`src/sv/bap_pkg.sv`:
```
// ----------------------------------------------------------------------------
// bap_pkg
// Types and constants for the breadth-first augmenting path block.
// ----------------------------------------------------------------------------
package bap_pkg;

  localparam int NODE_W = 6;
  localparam int LEN_W  = 7;
  localparam int CAP_W  = 31;
  localparam int FLOW_W = 32;
  localparam int AMT_W  = 30;
  localparam int CFG_W  = 6;

  localparam logic [AMT_W-1:0] START_AMOUNT = 30'h3f3f3f3f;

  localparam logic OP_ADD_EDGE = 1'b0;
  localparam logic OP_RUN      = 1'b1;

  localparam logic CFG_SOURCE = 1'b0;
  localparam logic CFG_SINK   = 1'b1;

  typedef struct packed {
    logic                     operation;
    logic [NODE_W-1:0]        tail_node;
    logic [NODE_W-1:0]        head_node;
    logic [CAP_W-1:0]         capacity;
    logic signed [FLOW_W-1:0] initial_flow;
  } in_item_t;

  typedef struct packed {
    logic              path_found;
    logic [LEN_W-1:0]  path_length;
    logic [AMT_W-1:0]  bottleneck;
    logic [NODE_W-1:0] path_node;
    logic              last;
  } out_item_t;

  typedef struct packed {
    logic [NODE_W-1:0] tail;
    logic [NODE_W-1:0] head;
    logic [CAP_W-1:0]  cap;
  } edge_t;

  typedef enum logic [4:0] {
    ST_IDLE,
    ST_ADD_REV,
    ST_INIT,
    ST_DEQ,
    ST_DEQ_X,
    ST_DEQ_A,
    ST_SCAN_RD,
    ST_SCAN_EV,
    ST_DONE_CHK,
    ST_AUG_B,
    ST_AUG_CHK,
    ST_AUG_E,
    ST_AUG_F1,
    ST_AUG_F2,
    ST_EMIT_RD,
    ST_EMIT_LD,
    ST_NF_OUT
  } state_t;

  typedef struct packed {
    logic accept;
    logic add_fwd;
    logic add_rev;
    logic init;
    logic deq_rd;
    logic deq_x;
    logic deq_a;
    logic scan_rd;
    logic scan_ev;
    logic sink_rd;
    logic aug_b;
    logic aug_step;
    logic aug_src;
    logic aug_e;
    logic aug_f1;
    logic aug_f2;
    logic emit_rd;
    logic emit_ld;
    logic nf_ld;
  } cmd_t;

  typedef struct packed {
    logic op;
    logic add_ok;
    logic run_bad;
    logic q_empty;
    logic scan_end;
    logic sink_hit;
    logic aug_end;
    logic emit_last;
    logic out_free;
  } status_t;

endpackage

```
`src/sv/bap_ctrl.sv`:
```
// ----------------------------------------------------------------------------
// bap_ctrl
// Sequencer for edge loading, search, augmentation and path output.
// ----------------------------------------------------------------------------
module bap_ctrl
  import bap_pkg::*;
(
  input  logic    clk,
  input  logic    rst_n,
  input  logic    in_valid,
  output logic    in_stall,
  input  status_t sts,
  output cmd_t    cmd
);

  state_t state_r, state_nxt;

  always_ff @(posedge clk) begin
    if (!rst_n) begin
      state_r <= ST_IDLE;
    end else begin
      state_r <= state_nxt;
    end
  end

  always_comb begin
    state_nxt = state_r;
    cmd       = '0;
    in_stall  = 1'b1;
    unique case (state_r)
      ST_IDLE: begin
        in_stall = 1'b0;
        if (in_valid) begin
          cmd.accept = 1'b1;
          if (sts.op == OP_ADD_EDGE) begin
            if (sts.add_ok) begin
              cmd.add_fwd = 1'b1;
              state_nxt   = ST_ADD_REV;
            end
          end else if (sts.run_bad) begin
            state_nxt = ST_NF_OUT;
          end else begin
            state_nxt = ST_INIT;
          end
        end
      end
      ST_ADD_REV: begin
        cmd.add_rev = 1'b1;
        state_nxt   = ST_IDLE;
      end
      ST_INIT: begin
        cmd.init  = 1'b1;
        state_nxt = ST_DEQ;
      end
      ST_DEQ: begin
        if (sts.q_empty) begin
          state_nxt = ST_DONE_CHK;
        end else begin
          cmd.deq_rd = 1'b1;
          state_nxt  = ST_DEQ_X;
        end
      end
      ST_DEQ_X: begin
        cmd.deq_x = 1'b1;
        state_nxt = ST_DEQ_A;
      end
      ST_DEQ_A: begin
        cmd.deq_a = 1'b1;
        state_nxt = ST_SCAN_RD;
      end
      ST_SCAN_RD: begin
        if (sts.scan_end) begin
          state_nxt = sts.sink_hit ? ST_DONE_CHK : ST_DEQ;
        end else begin
          cmd.scan_rd = 1'b1;
          state_nxt   = ST_SCAN_EV;
        end
      end
      ST_SCAN_EV: begin
        cmd.scan_ev = 1'b1;
        state_nxt   = ST_SCAN_RD;
      end
      ST_DONE_CHK: begin
        if (sts.sink_hit) begin
          cmd.sink_rd = 1'b1;
          state_nxt   = ST_AUG_B;
        end else begin
          state_nxt = ST_NF_OUT;
        end
      end
      ST_AUG_B: begin
        cmd.aug_b = 1'b1;
        state_nxt = ST_AUG_CHK;
      end
      ST_AUG_CHK: begin
        if (sts.aug_end) begin
          cmd.aug_src = 1'b1;
          state_nxt   = ST_EMIT_RD;
        end else begin
          cmd.aug_step = 1'b1;
          state_nxt    = ST_AUG_E;
        end
      end
      ST_AUG_E: begin
        cmd.aug_e = 1'b1;
        state_nxt = ST_AUG_F1;
      end
      ST_AUG_F1: begin
        cmd.aug_f1 = 1'b1;
        state_nxt  = ST_AUG_F2;
      end
      ST_AUG_F2: begin
        cmd.aug_f2 = 1'b1;
        state_nxt  = ST_AUG_CHK;
      end
      ST_EMIT_RD: begin
        cmd.emit_rd = 1'b1;
        state_nxt   = ST_EMIT_LD;
      end
      ST_EMIT_LD: begin
        if (sts.out_free) begin
          cmd.emit_ld = 1'b1;
          state_nxt   = sts.emit_last ? ST_IDLE : ST_EMIT_RD;
        end
      end
      ST_NF_OUT: begin
        if (sts.out_free) begin
          cmd.nf_ld = 1'b1;
          state_nxt = ST_IDLE;
        end
      end
      default: begin
        state_nxt = ST_IDLE;
      end
    endcase
  end

endmodule

```
`config.mk`:
```
export PLATFORM = sky130hd
export DESIGN_NAME = bap_ctrl
export DESIGN_NICKNAME = d
export VERILOG_FILES = /design/src/sv/bap_pkg.sv /design/src/sv/bap_ctrl.sv
export SDC_FILE = /design/constraint.sdc
export NUM_CORES = 1
export LEC_CHECK = 0
export BUFFER_PORTS_ARGS = -buffer_cell sky130_fd_sc_hd__buf_2
export CAP_MARGIN = 30
export CORE_MARGIN = 2
export CORE_UTILIZATION = 30
export CTS_BUF_LIST = sky130_fd_sc_hd__clkbuf_8 sky130_fd_sc_hd__clkbuf_16
export CTS_CLUSTER_DIAMETER = 50
export DETAILED_ROUTE_END_ITERATION = 6
export SYNTH_ARGS = -nofsm -noshare
export SYNTH_HDL_FRONTEND = slang
export SYNTH_SLANG_ARGS = --single-unit
```
`constraint.sdc`:
```
create_clock -name clk -period 1.9 [get_ports clk]
set_input_delay 0.38 -clock clk [delete_from_list [all_inputs] [get_ports clk]]
set_output_delay 0.38 -clock clk [all_outputs]
set_load 0.02 [all_outputs]
```
==> run metrics <==
H-tree level count 1; critical path class reg2out; Tmin final 1850 ps; Site Rows 17; hpwl dp 1.51 mm; Synth top area share 0.148; Max stage delay on crit path 450 ps; WP depth 3; unrepaired setup endpoints after global routing yes; final hold vios 0; adder-cell share of the synthesized area 0; GRT Total Usage 0.147; compound-cell area share of the yosys netlist 0.198; Hold Path Stages 3; largest net degree at the start of global routing 22; Rel. slew slack 0.625; Worst path slowest cell or3b_4; post-DR vias/cell 5.27; CTS tree done; Yosys cell types 38; pwr/cell area 477 nW/um^2; LEAKAGE 0.407 nW; Post-CTS Repair Setup Buffers 0; post-route ant nets 0; Clock Latency Late Sink 220 ps; Synth area leaders dfxtp_1 (15%), buf_6 (8.3%), nor2_1 (7.2%); power after layout 0.435 mW; post-synthesis sequential area ratio 0.148; #FFs+latches synth 5; Post-CTS Hold Fix Bufs 0; most flop-heavy register state_r; Post-Synth XOR/XNOR Area 0; GPL Wtd Cong 0.949; fin. max-slew vios 0; status completed; most frequent cells in the layout buf_2 (30), nor2_1 (13), nor3_1 (6), inv_1 (6); Hold Crit Class in2reg; clock slew at reported path FFs 30 ps; drt drc 0; total of max-cap violations 0; initial antenna violation count 0; setup TNS 0 ps; IO Pins 32; gr ovfl total 0; die area 2650 sq um; placed cells 149; Root Driver clkbuf_8; Die Wd 51.5 um; max reg flops 5; commonest non-fill, non-tap cell in the layout buf_2; biggest regs state_r (5); ant diodes 0; Final Setup Violations 0; critical path cell sequence or3b_4 > nor4b_2 > buf_2; IO buf count 31; leading area contributor after synthesis dfxtp_1; Cells after Synth 93; Worst Setup End Kind output pin; final setup margin 46.6 ps; Num CTS Buffers 3; share of layout cells above drive strength 1 0.456; DR WL/cell 12.8 um; Buf+Inv Stages, Crit Path 1; fin cells 153; CTS resizes 4; YS warnings 0; DR vias 806; Initial DRC Count 21; register area 104 sq um; Die Height 51.5 um; Initial Util 0.311; crit path DAT 1470 ps; Post-Synth Simple-Gate Area 0.504; Worst Tran Pin Value 556 ps; Mapped Nets 105; Avg Cell Area, Syn 7.27 sq um; CP startpoint kind flop; Area growth, synth to finish 35.0%; Critical Path Fanout Max 6; fillcell total 230; vias in the first global route 687; NumNets Final 138; Clock Skew 0.534 ps; Clock Tree Buf Depth 2; core box area 2170 sq um; fmax 540 MHz; Crit path max-delay family simple AND/OR/NAND/NOR gates; mux contribution to synthesized area 0; first-pass GRT wire length 3.06 mm; total wire length 1.97 mm; clk sink count 5; final worst-path cycle share 0.975; CP required 1520 ps; DRT Pass-1 Iters 4; R2R depth 5; Worst IR Drop VDD 0.000315 V; final core occ 0.420; area of the multi-input gates 502 sq um; Post-Syn Area 676 sq um; largest family of logic cells by synthesized area simple AND/OR/NAND/NOR gates; Setup WS pre-CTS 180 ps
==> metal layers <==
layer	global-route usage	vias to the layer above	wire length (um)
met5	0	-	0
met4	0.0482	0	44
met3	0.0205	6	156
met2	0.226	43	863
met1	0.207	357	901
li1	-	400	-
==> power breakdown <==
| group | total (mW) | switching (mW) | internal (mW) |
|---|---|---|---|
| registers | 0.116 | 0.00592 | 0.110 |
| logic | 0.131 | 0.0747 | 0.0562 |
| clock network | 0.189 | 0.0504 | 0.138 |
==> through the flow <==
| step | hold WS (ps) | area [sq um] |
|---|---|---|
| after floorplan | 587 | 687 |
| after global placement | 651 | 845 |
| after detailed placement | 669 | 845 |
| after CTS | 512 | 902 |
| after global routing | 536 | 912 |
| final | 517 | 912 |
==> final timing paths <==
kind / start / endpoint / slack (ps)
worst min-delay path: sts[0] / state_r[4] / 520
worst min register to register: state_r[0] / state_r[0] / 630
worst max-delay path: state_r[1] / cmd[6] / 50
worst max register to register: state_r[1] / state_r[1] / 310
==> worst min-delay path: stages <==
cell and delay, ps:
buf_2 100, or2b_1 130, o22ai_1 80
==> Yosys cell counts <==
cell type,n
o31ai_2,1
o211ai_1,1
o22ai_1,1
nand2b_1,3
clkbuf_8,1
dfxtp_1,5
buf_2,1
or3_4,1
or3b_1,1
a211oi_1,1
a21oi_1,1
or2b_2,1
and3_1,2
nor2_1,13
nor4b_1,3
o2111ai_1,1
nor3b_2,1
nand3_1,4
nor3_1,7
buf_4,1
nor2b_1,4
nand2_1,4
buf_6,5
nand4_1,1
o21ba_2,1
inv_1,5
nor3b_1,2
or2_2,1
or2b_1,1
nand3b_1,2
and2b_2,3
a31oi_1,5
and3b_1,1
o21ai_0,4
o221ai_1,1
o41ai_2,1
nor4_1,1
or3_1,1
==> cell type report <==
cell class / instances / share of cell area
Clock buffer: 3 / 0.0453
Sequential cell: 5 / 0.114
Inverter: 5 / 0.0206
Clock inverter: 1 / 0.00412
Timing Repair Buffer: 36 / 0.228
Tap cell: 28 / 0.0384
Multi-Input combinational cell: 75 / 0.550
==> kinds of logic (layout without fill, tap and decap cells) <==
kind of cell           count (synthesis)  in the layout
and+or+nand+nor                       57             57
AOI/OAI and AO/OA                     18             18
buffers and inverters                 13             45
DFF                                    5              5
Power figures use the tool's default switching activity.
